## src/design/kpl_pkg.sv

```systemverilog
// Package for the keypad code lock: phase and event codes, register
// indexes, the key map and the motor command table.
// No dependencies; used by keypad_password_lock_core and kpl_checker.
`default_nettype none

package kpl_pkg;

   // lock phase as reported in lock_phase
   typedef enum logic [1:0] {
      PH_ENTRY   = 2'd0,
      PH_GRANTED = 2'd1,
      PH_COMMAND = 2'd2
   } phase_type;

   // event reported with each result word
   typedef enum logic [2:0] {
      EV_NONE    = 3'd0,
      EV_MATCH   = 3'd1,
      EV_DENIED  = 3'd2,
      EV_LOCKOUT = 3'd3,
      EV_COMMAND = 3'd4
   } event_type;

   // configuration register indexes
   typedef enum logic {
      REG_CODE_WORD     = 1'b0,
      REG_LOCKOUT_LIMIT = 1'b1
   } reg_index_type;

   localparam int CodeWordWidth = 40;
   localparam int LimitWidth    = 8;
   localparam int KeyWidth      = 7;
   localparam int CountWidth    = 8;
   localparam logic [CodeWordWidth-1:0] CodeWordReset = 40'h31_32_33_34_35;
   localparam logic [LimitWidth-1:0]    LimitReset    = 8'd3;
   localparam logic [CountWidth-1:0]    CountMax      = 8'hFF;

   // ASCII of the key at a column and row of the 4x4 matrix
   function automatic logic [KeyWidth-1:0] key_of(input logic [1:0] col,
                                                  input logic [1:0] row);
      logic [KeyWidth-1:0] k;
      case ({col, row})
         4'h0: k = 7'h37;  // 7
         4'h1: k = 7'h34;  // 4
         4'h2: k = 7'h31;  // 1
         4'h3: k = 7'h40;  // @
         4'h4: k = 7'h38;  // 8
         4'h5: k = 7'h35;  // 5
         4'h6: k = 7'h32;  // 2
         4'h7: k = 7'h30;  // 0
         4'h8: k = 7'h39;  // 9
         4'h9: k = 7'h36;  // 6
         4'hA: k = 7'h33;  // 3
         4'hB: k = 7'h3D;  // =
         4'hC: k = 7'h2F;  // /
         4'hD: k = 7'h78;  // x
         4'hE: k = 7'h2D;  // -
         default: k = 7'h2B;  // +
      endcase
      return k;
   endfunction

   // motor drive nibble selected by a command key
   function automatic logic [3:0] motor_of(input logic [KeyWidth-1:0] k);
      logic [3:0] m;
      case (k)
         7'h32:   m = 4'b1010;  // 2: forward
         7'h34:   m = 4'b0010;  // 4: right
         7'h36:   m = 4'b1000;  // 6: left
         7'h38:   m = 4'b0101;  // 8: back
         default: m = 4'b0000;
      endcase
      return m;
   endfunction

endpackage

`default_nettype wire

```

## src/design/keypad_password_lock_core.sv

```systemverilog
// Top level of the keypad code lock: column scanner, key release detect,
// code entry and compare, failure count and command decode.
// Depends on kpl_pkg.
`default_nettype none

// Channel  Dir  Ports                    Content
// req      in   req_tvalid/tready/tdata  tdata[3:0] row_lines, [7:4] zero
// rsp      out  rsp_tvalid/tready/tdata  tdata: see port; tuser key_valid
// csr      in   csr_we/csr_addr/csr_wdata  0 code_word, 1 lockout_limit
//
// One scan tick per cycle unless the result register is stalled; a word
// passes the input register and then the result register. The lock state
// advances as a word leaves the input register, and the stage only holds
// while the result register is full and stalled.
// Reset clears the scanner, phase, entry count and failure count; the code
// and the limit return to "12345" and 3.
module keypad_password_lock_core #(
   parameter int CODE_LENGTH = 5
) (
   input  wire logic        clock,
   input  wire logic        reset,
   input  wire logic        req_tvalid,
   output logic             req_tready,
   input  wire logic [7:0]  req_tdata,   // [3:0] row_lines, [7:4] zero
   output logic             rsp_tvalid,
   input  wire logic        rsp_tready,
   // [3:0] column_drive, [10:4] key_char, [12:11] lock_phase,
   // [15:13] event_code, [19:16] motor_pattern, [27:20] failure_count
   output logic [31:0]      rsp_tdata,
   output logic             rsp_tuser,   // [0] key_valid
   input  wire logic        csr_we,
   input  wire logic        csr_addr,
   input  wire logic [39:0] csr_wdata
);

   localparam int CntW = (CODE_LENGTH > 1) ? $clog2(CODE_LENGTH) : 1;
   localparam logic [CntW-1:0] LastIdx = CntW'(CODE_LENGTH - 1);

   // configuration
   logic [kpl_pkg::CodeWordWidth-1:0] code_ff;
   logic [kpl_pkg::LimitWidth-1:0]    limit_ff;

   // input stage
   logic       in_valid_ff;
   logic [3:0] in_rows_ff;
   logic       advance;

   // lock state
   logic [1:0]                   scan_col_ff, scan_col_in;
   logic                         release_ff, release_in;
   logic [1:0]                   held_row_ff, held_row_in;
   logic [kpl_pkg::KeyWidth-1:0] keys_ff [CODE_LENGTH];
   logic [CntW-1:0]              count_ff, count_in;
   kpl_pkg::phase_type           phase_ff, phase_in;
   logic [kpl_pkg::CountWidth-1:0] wrong_ff, wrong_in;

   // result register
   logic        rsp_valid_ff;
   logic [31:0] rsp_data_ff;
   logic        rsp_user_ff;

   // per-tick decode
   logic                         any_low;
   logic [1:0]                   low_row;
   logic                         key_done;
   logic [kpl_pkg::KeyWidth-1:0] key;
   logic                         code_full;
   logic                         matched;
   logic [63:0]                  code_ext;
   kpl_pkg::event_type           event_code;
   logic [3:0]                   motor;
   logic [3:0]                   col_drive;

   // take config writes
   always_ff @(posedge clock) begin
      if (reset) begin
         code_ff  <= kpl_pkg::CodeWordReset;
         limit_ff <= kpl_pkg::LimitReset;
      end else if (csr_we) begin
         case (kpl_pkg::reg_index_type'(csr_addr))
            kpl_pkg::REG_CODE_WORD:     code_ff  <= csr_wdata;
            kpl_pkg::REG_LOCKOUT_LIMIT: limit_ff <= csr_wdata[kpl_pkg::LimitWidth-1:0];
            default: ;
         endcase
      end
   end

   // input stage moves on when the result register is free or drains
   assign advance    = in_valid_ff && (!rsp_valid_ff || rsp_tready);
   assign req_tready = !in_valid_ff || advance;

   always_ff @(posedge clock) begin
      if (reset) begin
         in_valid_ff <= 1'b0;
      end else if (req_tready) begin
         in_valid_ff <= req_tvalid;
      end
   end

   always_ff @(posedge clock) begin
      if (req_tvalid && req_tready) begin
         in_rows_ff <= req_tdata[3:0];
      end
   end

   // find the lowest low row
   assign any_low = ~&in_rows_ff;
   always_comb begin
      if (!in_rows_ff[0])      low_row = 2'd0;
      else if (!in_rows_ff[1]) low_row = 2'd1;
      else if (!in_rows_ff[2]) low_row = 2'd2;
      else                     low_row = 2'd3;
   end

   // key completes when the held row reads high again
   assign key_done = release_ff && in_rows_ff[held_row_ff];
   assign key      = key_done ? kpl_pkg::key_of(scan_col_ff, held_row_ff) : '0;

   assign code_full = (phase_ff != kpl_pkg::PH_GRANTED) &&
                      (phase_ff != kpl_pkg::PH_COMMAND) && (count_ff == LastIdx);
   assign code_ext  = {{(64 - kpl_pkg::CodeWordWidth){1'b0}}, code_ff};

   // compare stored keys plus the current one against the code bytes
   always_comb begin
      logic [7:0] got;
      matched = 1'b1;
      for (int i = 0; i < CODE_LENGTH; i++) begin
         got = (i == CODE_LENGTH - 1) ? {1'b0, key} : {1'b0, keys_ff[i]};
         if (got != code_ext[8*(CODE_LENGTH-1-i) +: 8]) begin
            matched = 1'b0;
         end
      end
   end

   // next scanner, entry and phase state
   always_comb begin
      scan_col_in = scan_col_ff;
      release_in  = release_ff;
      held_row_in = held_row_ff;
      count_in    = count_ff;
      phase_in    = phase_ff;
      wrong_in    = wrong_ff;
      if (!release_ff) begin
         if (any_low) begin
            held_row_in = low_row;
            release_in  = 1'b1;
         end else begin
            scan_col_in = scan_col_ff + 2'd1;
         end
      end else if (key_done) begin
         release_in  = 1'b0;
         scan_col_in = 2'd0;
      end
      if (key_done) begin
         unique case (phase_ff)
            kpl_pkg::PH_GRANTED: phase_in = kpl_pkg::PH_COMMAND;
            kpl_pkg::PH_COMMAND: phase_in = kpl_pkg::PH_ENTRY;
            default: begin
               phase_in = kpl_pkg::PH_ENTRY;
               if (code_full) begin
                  count_in = '0;
                  if (matched) begin
                     wrong_in = '0;
                     phase_in = kpl_pkg::PH_GRANTED;
                  end else if (wrong_ff != kpl_pkg::CountMax) begin
                     wrong_in = wrong_ff + 8'd1;
                  end
               end else begin
                  count_in = count_ff + CntW'(1);
               end
            end
         endcase
      end
   end

   // event, motor and column outputs of this tick
   always_comb begin
      event_code = kpl_pkg::EV_NONE;
      motor      = 4'd0;
      if (key_done) begin
         unique case (phase_ff)
            kpl_pkg::PH_GRANTED: event_code = kpl_pkg::EV_NONE;
            kpl_pkg::PH_COMMAND: begin
               event_code = kpl_pkg::EV_COMMAND;
               motor      = kpl_pkg::motor_of(key);
            end
            default: begin
               if (code_full) begin
                  if (matched) begin
                     event_code = kpl_pkg::EV_MATCH;
                  end else if (wrong_in != wrong_ff && wrong_in == limit_ff) begin
                     event_code = kpl_pkg::EV_LOCKOUT;
                  end else begin
                     event_code = kpl_pkg::EV_DENIED;
                  end
               end
            end
         endcase
      end
      col_drive = ~(4'b0001 << scan_col_in);
   end

   // commit lock state
   always_ff @(posedge clock) begin
      if (reset) begin
         scan_col_ff <= 2'd0;
         release_ff  <= 1'b0;
         held_row_ff <= 2'd0;
         count_ff    <= '0;
         phase_ff    <= kpl_pkg::PH_ENTRY;
         wrong_ff    <= '0;
      end else if (advance) begin
         scan_col_ff <= scan_col_in;
         release_ff  <= release_in;
         held_row_ff <= held_row_in;
         count_ff    <= count_in;
         phase_ff    <= phase_in;
         wrong_ff    <= wrong_in;
      end
   end

   // store the entered key
   always_ff @(posedge clock) begin
      if (advance && key_done && phase_ff != kpl_pkg::PH_GRANTED &&
          phase_ff != kpl_pkg::PH_COMMAND) begin
         keys_ff[count_ff] <= key;
      end
   end

   // result register
   always_ff @(posedge clock) begin
      if (reset) begin
         rsp_valid_ff <= 1'b0;
      end else if (advance) begin
         rsp_valid_ff <= 1'b1;
      end else if (rsp_tready) begin
         rsp_valid_ff <= 1'b0;
      end
   end

   always_ff @(posedge clock) begin
      if (advance) begin
         rsp_data_ff <= {4'd0, wrong_in, motor, event_code, phase_in, key, col_drive};
         rsp_user_ff <= key_done;
      end
   end

   assign rsp_tvalid = rsp_valid_ff;
   assign rsp_tdata  = rsp_data_ff;
   assign rsp_tuser  = rsp_user_ff;

endmodule

`default_nettype wire

```

## config.mk

```make
export PLATFORM = sky130hd
export DESIGN_NAME = keypad_password_lock_core
export DESIGN_NICKNAME = d
export VERILOG_FILES = /design/src/design/kpl_pkg.sv /design/src/design/keypad_password_lock_core.sv
export SDC_FILE = /design/constraint.sdc
export NUM_CORES = 1
export LEC_CHECK = 0
export ABC_AREA = 1
export ABC_CLOCK_PERIOD_IN_PS = 6640
export BUFFER_PORTS_ARGS = -buffer_cell sky130_fd_sc_hd__buf_2
export CAP_MARGIN = 20
export CORE_UTILIZATION = 61
export CTS_CLUSTER_DIAMETER = 120
export CTS_CLUSTER_SIZE = 10
export DETAILED_ROUTE_END_ITERATION = 8
export PLACE_DENSITY_LB_ADDON = 0.08
export SYNTH_ARGS = -nofsm -noshare
export SYNTH_HDL_FRONTEND = slang
export SYNTH_SLANG_ARGS = --single-unit
```

## constraint.sdc

```tcl
create_clock -name clock -period 6.64 [get_ports clock]
set_input_delay 1.328 -clock clock [delete_from_list [all_inputs] [get_ports clock]]
set_output_delay 1.328 -clock clock [all_outputs]
set_load 0.005 [all_outputs]
```

==> results.md, run 1 <==
- Post-Route WL: 13.1 mm
- Antenna Cells: 0
- CP endpoint kind: output port
- Clock Skews: 0.00736 ns
- Distinct cells, synth: 38
- Via count: 4,938
- Final Non-Filler Cells: 961
- Async set-or-reset flop fraction in the synthesized netlist: 0%
- Vias in the first global route: 4,623
- Num ports: 89
- Clk buf depth: 2
- Total global routing overflow: 0
- Synthesized flop and latch total: 128
- Num CTS Buffers: 17
- Initial antenna violation count: 0
- Pin count of the biggest net entering global routing: 59
- Worst Path Required: 5.31 ns
- Worst-path fanout max: 3
- Clk Latency, worst-skew pair: 0.52 ns
- Synth area leaders: edfxtp_1 30%, dfxtp_1 23%, nand2_1 11%, inv_1 6.8%, nor2_1 5.3%
- Ys Warns: 0
- Final hold violations: 0
- CTS Sinks: 128
- Placed Instances: 928
- Post-CTS Resized: 0
- Core Rows: 35
- Mapped Area: 6040 um^2
- Commonest cells in the netlist: 177 x nand2_1, 109 x inv_1, 86 x nor2_1, 68 x dfxtp_1, 60 x edfxtp_1
- Period utilization: 45.9%
- Setup TNS: 0 ns
- Headroom to the max-slew limit: 26.7%
- Synth top area share: 29.8%
- Post-synth top flop: dfxtp_1
- Layout cells sized above 1: 17.8%
- Initial core utilization: 64.1%
- Maximum vdd drop: 0.247 mV
- PD cells: 276 nW/um^2
- Status: finished, final reports clean
- Count of hold-fix buffers inserted at cts: 0
- GPL Wtd Cong: 0.882
- Synth-to-Final Area Change: 18.3%
- CTS H-tree lvls: 4
- CTS clock-pin slew for the worst setup and hold paths: 0.06 ns
- Tightest Pin Transition: 1.09 ns
- # DRC: 0
- CTS Root Cell: clkbuf_8
- DR pass1 iterations: 5
- Global-route wire length before repair: 21.1 mm
- Syn avg cell area: 8.19 um^2
- Dpl hpwl: 8.93 mm
- Core area: 9420 um^2
- Worst path arrival time: 1.72 ns
- Yosys top cell by area: edfxtp_1
- Setup Viol. Count Final: 0
- Final nets: 885
- Die Area: 10,300 um^2
- Cell count after synthesis: 737
- Worst Hold Class: flop to flop
- Critical path type: input port to output port
- PortBufs: 80
- DR iter-0 viols: 297
- Die Span X: 101 um
- Min Clock Period, post-route: 3.05 ns
- GRT Util Overall: 27.1%
- Vias per inst: 5.14
- Slew Viols, Final: 0
- Max Freq: 328 MHz
- Most common cell in the netlist: nand2_1
- Die height: 101 um
- Postcts setup bufs: 0
- Critical path launch point type: input port
- Pwr Total: 1.97 mW
- RSZ-0062 raised after global routing: false
- Sequential-to-total area share from yosys stat: 52.4%
- Max-Cap Viols: 0
- Leak pwr: 3.29 nW
- CTS tree: built
- Number of flops mapped to enable cells by yosys: 60
- Post-route ant nets: 0
- Routed len/inst: 13.6 um
[path summary, 6_finish.rpt]
| check | start | endpoint | slack, ns | cells past startpoint |
|---|---|---|---|---|
| worst min-delay path | code_ff[1] | code_ff[1] | 0.47 | 2 |
| worst max-delay path | rsp_tready | req_tready | 3.59 | 4 |
| worst min register to register | code_ff[1] | code_ff[1] | 0.47 | 2 |
| worst max register to register | held_row_ff[0] | rsp_tdata[13] | 3.78 | 17 |
[power by group]
| group | switching (mW) | internal (mW) | leakage, nW |
|---|---|---|---|
| Sequential | 0.0238 | 0.862 | 1.14 |
| Combinational | 0.107 | 0.0623 | 1.89 |
| Clock | 0.347 | 0.572 | 0.263 |
| Total | 0.478 | 1.50 | 3.29 |
[cells by family after synthesis]
logic type | synth area share [%]
AO/OA/AOI/OAI | 10.3
XOR/XNOR | 1.16
adder cells (fa/ha/maj) | 2.49
flip-flops | 52.4
buffers and inverters | 9.35
other | 0.0621
AND/OR/NAND/NOR | 24.2
[registers in the layout, indices dropped and copies added, names as in the netlist, 2 cells and up]
register     flops
count_ff         3
code_ff         40
scan_col_ff      2
wrong_ff         8
keys_ff         28
limit_ff         8
in_rows_ff       4
held_row_ff      2
phase_ff         2
rsp_tdata       27
[critical path, cell delays in order]
cell	delay [ns]
buf_2	0.09
inv_1	0.06
nand3_1	0.09
buf_2	0.15
[per-layer routing]
layer | track usage, % | wire length (um) | part of all wire (%) | vias up
met5 | 0 | 0 | 0 | -
met1 | 32.0 | 5620 | 43 | 2247
met2 | 47.8 | 6580 | 50 | 144
li1 | - | - | - | 2528
met3 | 7.18 | 658 | 5.0 | 19
met4 | 9.48 | 212 | 1.6 | 0
[metrics by stage]
step	instance area [um^2]	hold slack, ns	utilization, %	setup slack, ns
after detailed placement	6530	0.460	69.3	3.10
final	7140	0.470	75.8	3.59
after global routing	7140	0.499	75.8	3.44
after CTS	7110	0.469	75.5	3.59
after global placement	6530	0.454	69.3	3.19
after floorplan	6050	0.430	-	3.46
[cells in the final DEF, fill, tap and decap left out, types with 2 or more instances in the layout]
master,synthesis,final
nand4_1,5,5
clkbuf_1,19,2
nand3b_1,2,2
bufinv_16,0,3
nor2_4,3,3
inv_2,4,4
a211oi_1,3,3
xor2_1,6,6
dfxtp_1,68,68
o21ai_0,49,49
buf_4,5,5
or2_2,2,2
nand2_1,177,177
nor2_1,86,85
nand3_2,7,7
xnor2_1,2,2
nand3_1,28,28
buf_2,1,80
a21oi_1,37,37
conb_1,1,4
inv_1,109,109
clkbuf_16,0,16
inv_6,1,2
o21ai_1,4,4
ha_1,12,12
nor2_2,3,4
nor4_1,5,5
nor3_1,8,8
o211ai_1,15,15
nand2_2,4,4
clkinvlp_4,0,7
edfxtp_1,60,60
nand2_4,3,3
[layout make-up]
cell class	instances	area, um^2
fill	681	2270
clock buffer	19	422
tap	129	161
clock inverter	13	165
sequential	128	3160
timing repair buffer	86	465
multi-input combinational	471	2320
inverter	115	439
Note: power is estimated with default switching activity, not from simulation.
==> run 2: changes to the inputs <==
ABC_AREA = 0   (was 1)
ABC_CLOCK_PERIOD_IN_PS = 2400   (was 6640)
CORE_UTILIZATION = 51   (was 61)
clock period = 2.4 ns   (was 6.64 ns; I/O delays follow)
==> results.md, run 2 <==
- Status: finished with violations
- Failing checks: setup timing
- Async set-or-reset flop fraction in the synthesized netlist: 0% (unchanged)
- Global-route wire length before repair: 22.1 mm (+5.0%)
- Min Clock Period, post-route: 2.59 ns
- CP max stage delay: 0.49 ns (+0.34 ns)
- DR top layer: met4
- Clk buf depth: 2 (unchanged)
- Slew Viols, Final: 0 (unchanged)
- Post-synth top flop: dfxtp_1
- CTS Sinks: 128 (unchanged)
- Clock Skews: 0.00789 ns (+0.000527 ns)
- Yosys top cell by area: edfxtp_1
- Met2 WL: 7.18 mm (+9.1%)
- Num CTS Buffers: 17 (unchanged)
- Most common cell in the netlist: nand2_1
- Worst-path fanout max: 7 (+4)
- Cell family with most CP delay: multiplexers
- Number of flops mapped to enable cells by yosys: 60 (unchanged)
- Worst Hold Class: input port to flop
- Post-route ant nets: 0 (unchanged)
- DR pass1 iterations: 5 (unchanged)
- CP endpoint kind: flop
- Number of flip-flops in the largest register: 40 (unchanged)
- Antenna Cells: 0 (unchanged)
- DR iter-0 viols: 288 (-3.0%)
- Initial core utilization: 53.5% (-11 points)
- Core area: 11,100 um^2 (+18%)
- CTS tree: built
- Cell count of the worst reg-to-reg path: 10 (-7)
- Most common cell after layout, fill and taps aside: nand2_1
- Placed Instances: 855 (-7.9%)
- Fin worst setup slack: -0.192 ns (-3.79 ns)
- Die Area: 12,100 um^2 (+17%)
- Metal1 wirelength: 6.10 mm (+8.7%)
- Mapped Area: 5920 um^2 (-1.9%)
- Via count: 4,861 (-1.6%)
- Maximum vdd drop: 1.07 mV (+330%)
- CP Cell Sequence: inv_4 > ha_4 > mux2_4 > buf_6 > mux2i_4 > mux2i_2 > a211oi_4 > o2111a_2 > or4b_1 > a31oi_1
- Worst hold margin: 0.236 ns (-0.234 ns)
- Die Span X: 110 um (+8.2%)
- Dpl hpwl: 9.87 mm (+11%)
- Synth area leaders: edfxtp_1 30%, dfxtp_1 23%, nand2_1 8.5%, xnor2_1 5.6%, a21oi_1 4.6%
- GPL Wtd Cong: 0.888 (+0.71%)
- Core Rows: 38 (+8.6%)
- PD cells: 696 nW/um^2 (+150%)
- CTS Root Cell: clkbuf_16
- Setup TNS: -2.15 ns (-2.15 ns)
- Post-Place Worst Slack: -0.183 ns (-3.29 ns)
- Period utilization: 108%
- Wire length on met3: 685 um (+4.1%)
- Synth top area share: 30.4% (+0.57 points)
- Buf/Inv on CP: 2 (-1)
- Worst path arrival time: 2.94 ns (+1.22 ns)
- Max Freq: 386 MHz
- Vias in the first global route: 4,592 (-0.67%)
- Final hold violations: 0 (unchanged)
- Syn avg cell area: 9.74 um^2 (+19%)
- CTS H-tree lvls: 4 (unchanged)
- Pin count of the biggest net entering global routing: 40 (-32%)
- RSZ-0062 raised after global routing: true
- Vias per inst: 5.43 (+5.6%)
- Routed len/inst: 16.0 um (+17%)
- Distinct cells, synth: 63 (+66%)
- Clk Latency, worst-skew pair: 0.42 ns (-0.10 ns)
- CTS clock-pin slew for the worst setup and hold paths: 0.06 ns (about the same)
- Die height: 110 um (+8.2%)
- Final Non-Filler Cells: 896 (-6.8%)
- Synth-to-Final Area Change: 30.8%
- Commonest non-fill, non-tap cells in the layout: 134 x nand2_1, 80 x buf_2, 66 x dfxtp_1
- Commonest cells in the netlist: 134 x nand2_1, 68 x dfxtp_1, 60 x edfxtp_1, 54 x a21oi_1, 38 x xnor2_1
- Post-Route WL: 14.3 mm (+9.5%)
- Critical path type: flop to flop
- Num ports: 89 (unchanged)
- Headroom to the max-slew limit: 57.2% (+30 points)
- Ys Warns: 0 (unchanged)
- Area of the multi-input gates: 2750 um^2 (+18%)
- Reg area: 3170 um^2 (+0.24%)
- Cell count after synthesis: 608 (-18%)
- # fillers: 855 (+26%)
- Layout cells sized above 1: 30.7% (+13 points)
- Max-Cap Viols: 0 (unchanged)
- Setup Viol. Count Final: 20 (+20)
- PortBufs: 80 (unchanged)
- Synthesized flop and latch total: 128 (unchanged)
- Levels on crit path: 10 (+6)
- Critical path launch point type: flop
- Leak pwr: 2.94 nW (-11%)
- Hold Crit Depth: 1 (-1)
- Sequential-to-total area share from yosys stat: 53.4% (+1.0 points)
- Total global routing overflow: 0 (unchanged)
- Slowest-stage cell, CP: or4b_1
- # DRC: 0 (unchanged)
- Final nets: 809 (-8.6%)
- Largest Register: code_ff
- Worst Path Required: 2.75 ns (-2.56 ns)
- Tightest Pin Transition: 0.642 ns (-0.448 ns)
- Initial antenna violation count: 0 (unchanged)
- GRT Util Overall: 24.9% (-2.2 points)
## run 2: changes by cell type after synthesis, sizes merged, moves of 26 or more
cell	delta
inv	-102
nand2	-50
nand3	-26
nor2	-56
o21ai	-38
xnor2	+36
## run 2: report_power, final
group | switching, mW | internal (mW)
clock | 0.978 | 1.61
combinational | 0.205 | 0.186
sequential | 0.0554 | 2.36
total | 1.24 | 4.15
## run 2: cell families (layout without fill, tap and decap cells)
logic type / count (synthesis) / after routing / synth area share [%]
AND/OR/NAND/NOR: 267 / 267 / 22.0
flip-flops: 128 / 128 / 53.4
AO/OA/AOI/OAI: 102 / 102 / 10.8
buffers and inverters: 50 / 195 / 3.80
XOR/XNOR: 40 / 40 / 5.91
adder cells (fa/ha/maj): 12 / 12 / 2.53
multiplexers: 8 / 8 / 1.48
other: 1 / 4 / 0.0633
## run 2: stage by stage
| stage | power, mW | instance area (um^2) | util, % |
|---|---|---|---|
| 5_1_grt | 5.56 | 7750 | 69.9 |
| 3_5_place_dp | 2.83 | 6920 | 62.5 |
| 6_report | 5.39 | 7750 | 69.9 |
| 3_3_place_gp | 2.82 | 6920 | 62.5 |
| 2_1_floorplan | 2.67 | 6060 | - |
| 4_1_cts | 5.42 | 7570 | 68.4 |
## run 2: final timing paths
kind	startpoint	endpoint	slack, ns
hold reg to reg	code_ff[23]	code_ff[23]	0.46
hold / removal	req_tdata[1]	in_rows_ff[1]	0.24
setup reg to reg	held_row_ff[1]	wrong_ff[5]	-0.19
setup / recovery	held_row_ff[1]	wrong_ff[5]	-0.19
## run 2: cell type report
cell class              count  share of cell area (%)
multi-input cells         433                    35.5
clock inverters            10                    1.24
well taps                 140                    2.26
flip-flops and latches    128                    40.9
inverters                  14                   0.937
clock buffers              22                    6.54
repair buffers            149                    12.6
## run 2: routing by layer
| metal | vias up | track usage, % |
|---|---|---|
| met3 | 32 | 6.58 |
| li1 | 2387 | - |
| met4 | 0 | 10.2 |
| met2 | 143 | 42.8 |
| met1 | 2299 | 29.4 |
| met5 | - | 0 |
## run 2: repair_timing
item,in CTS,in global routing
setup endpoints to repair,30,48
setup buffers,3,5
cloned,0,1
resized for setup,6,36
pin swaps,5,8
hold buffers,0,0
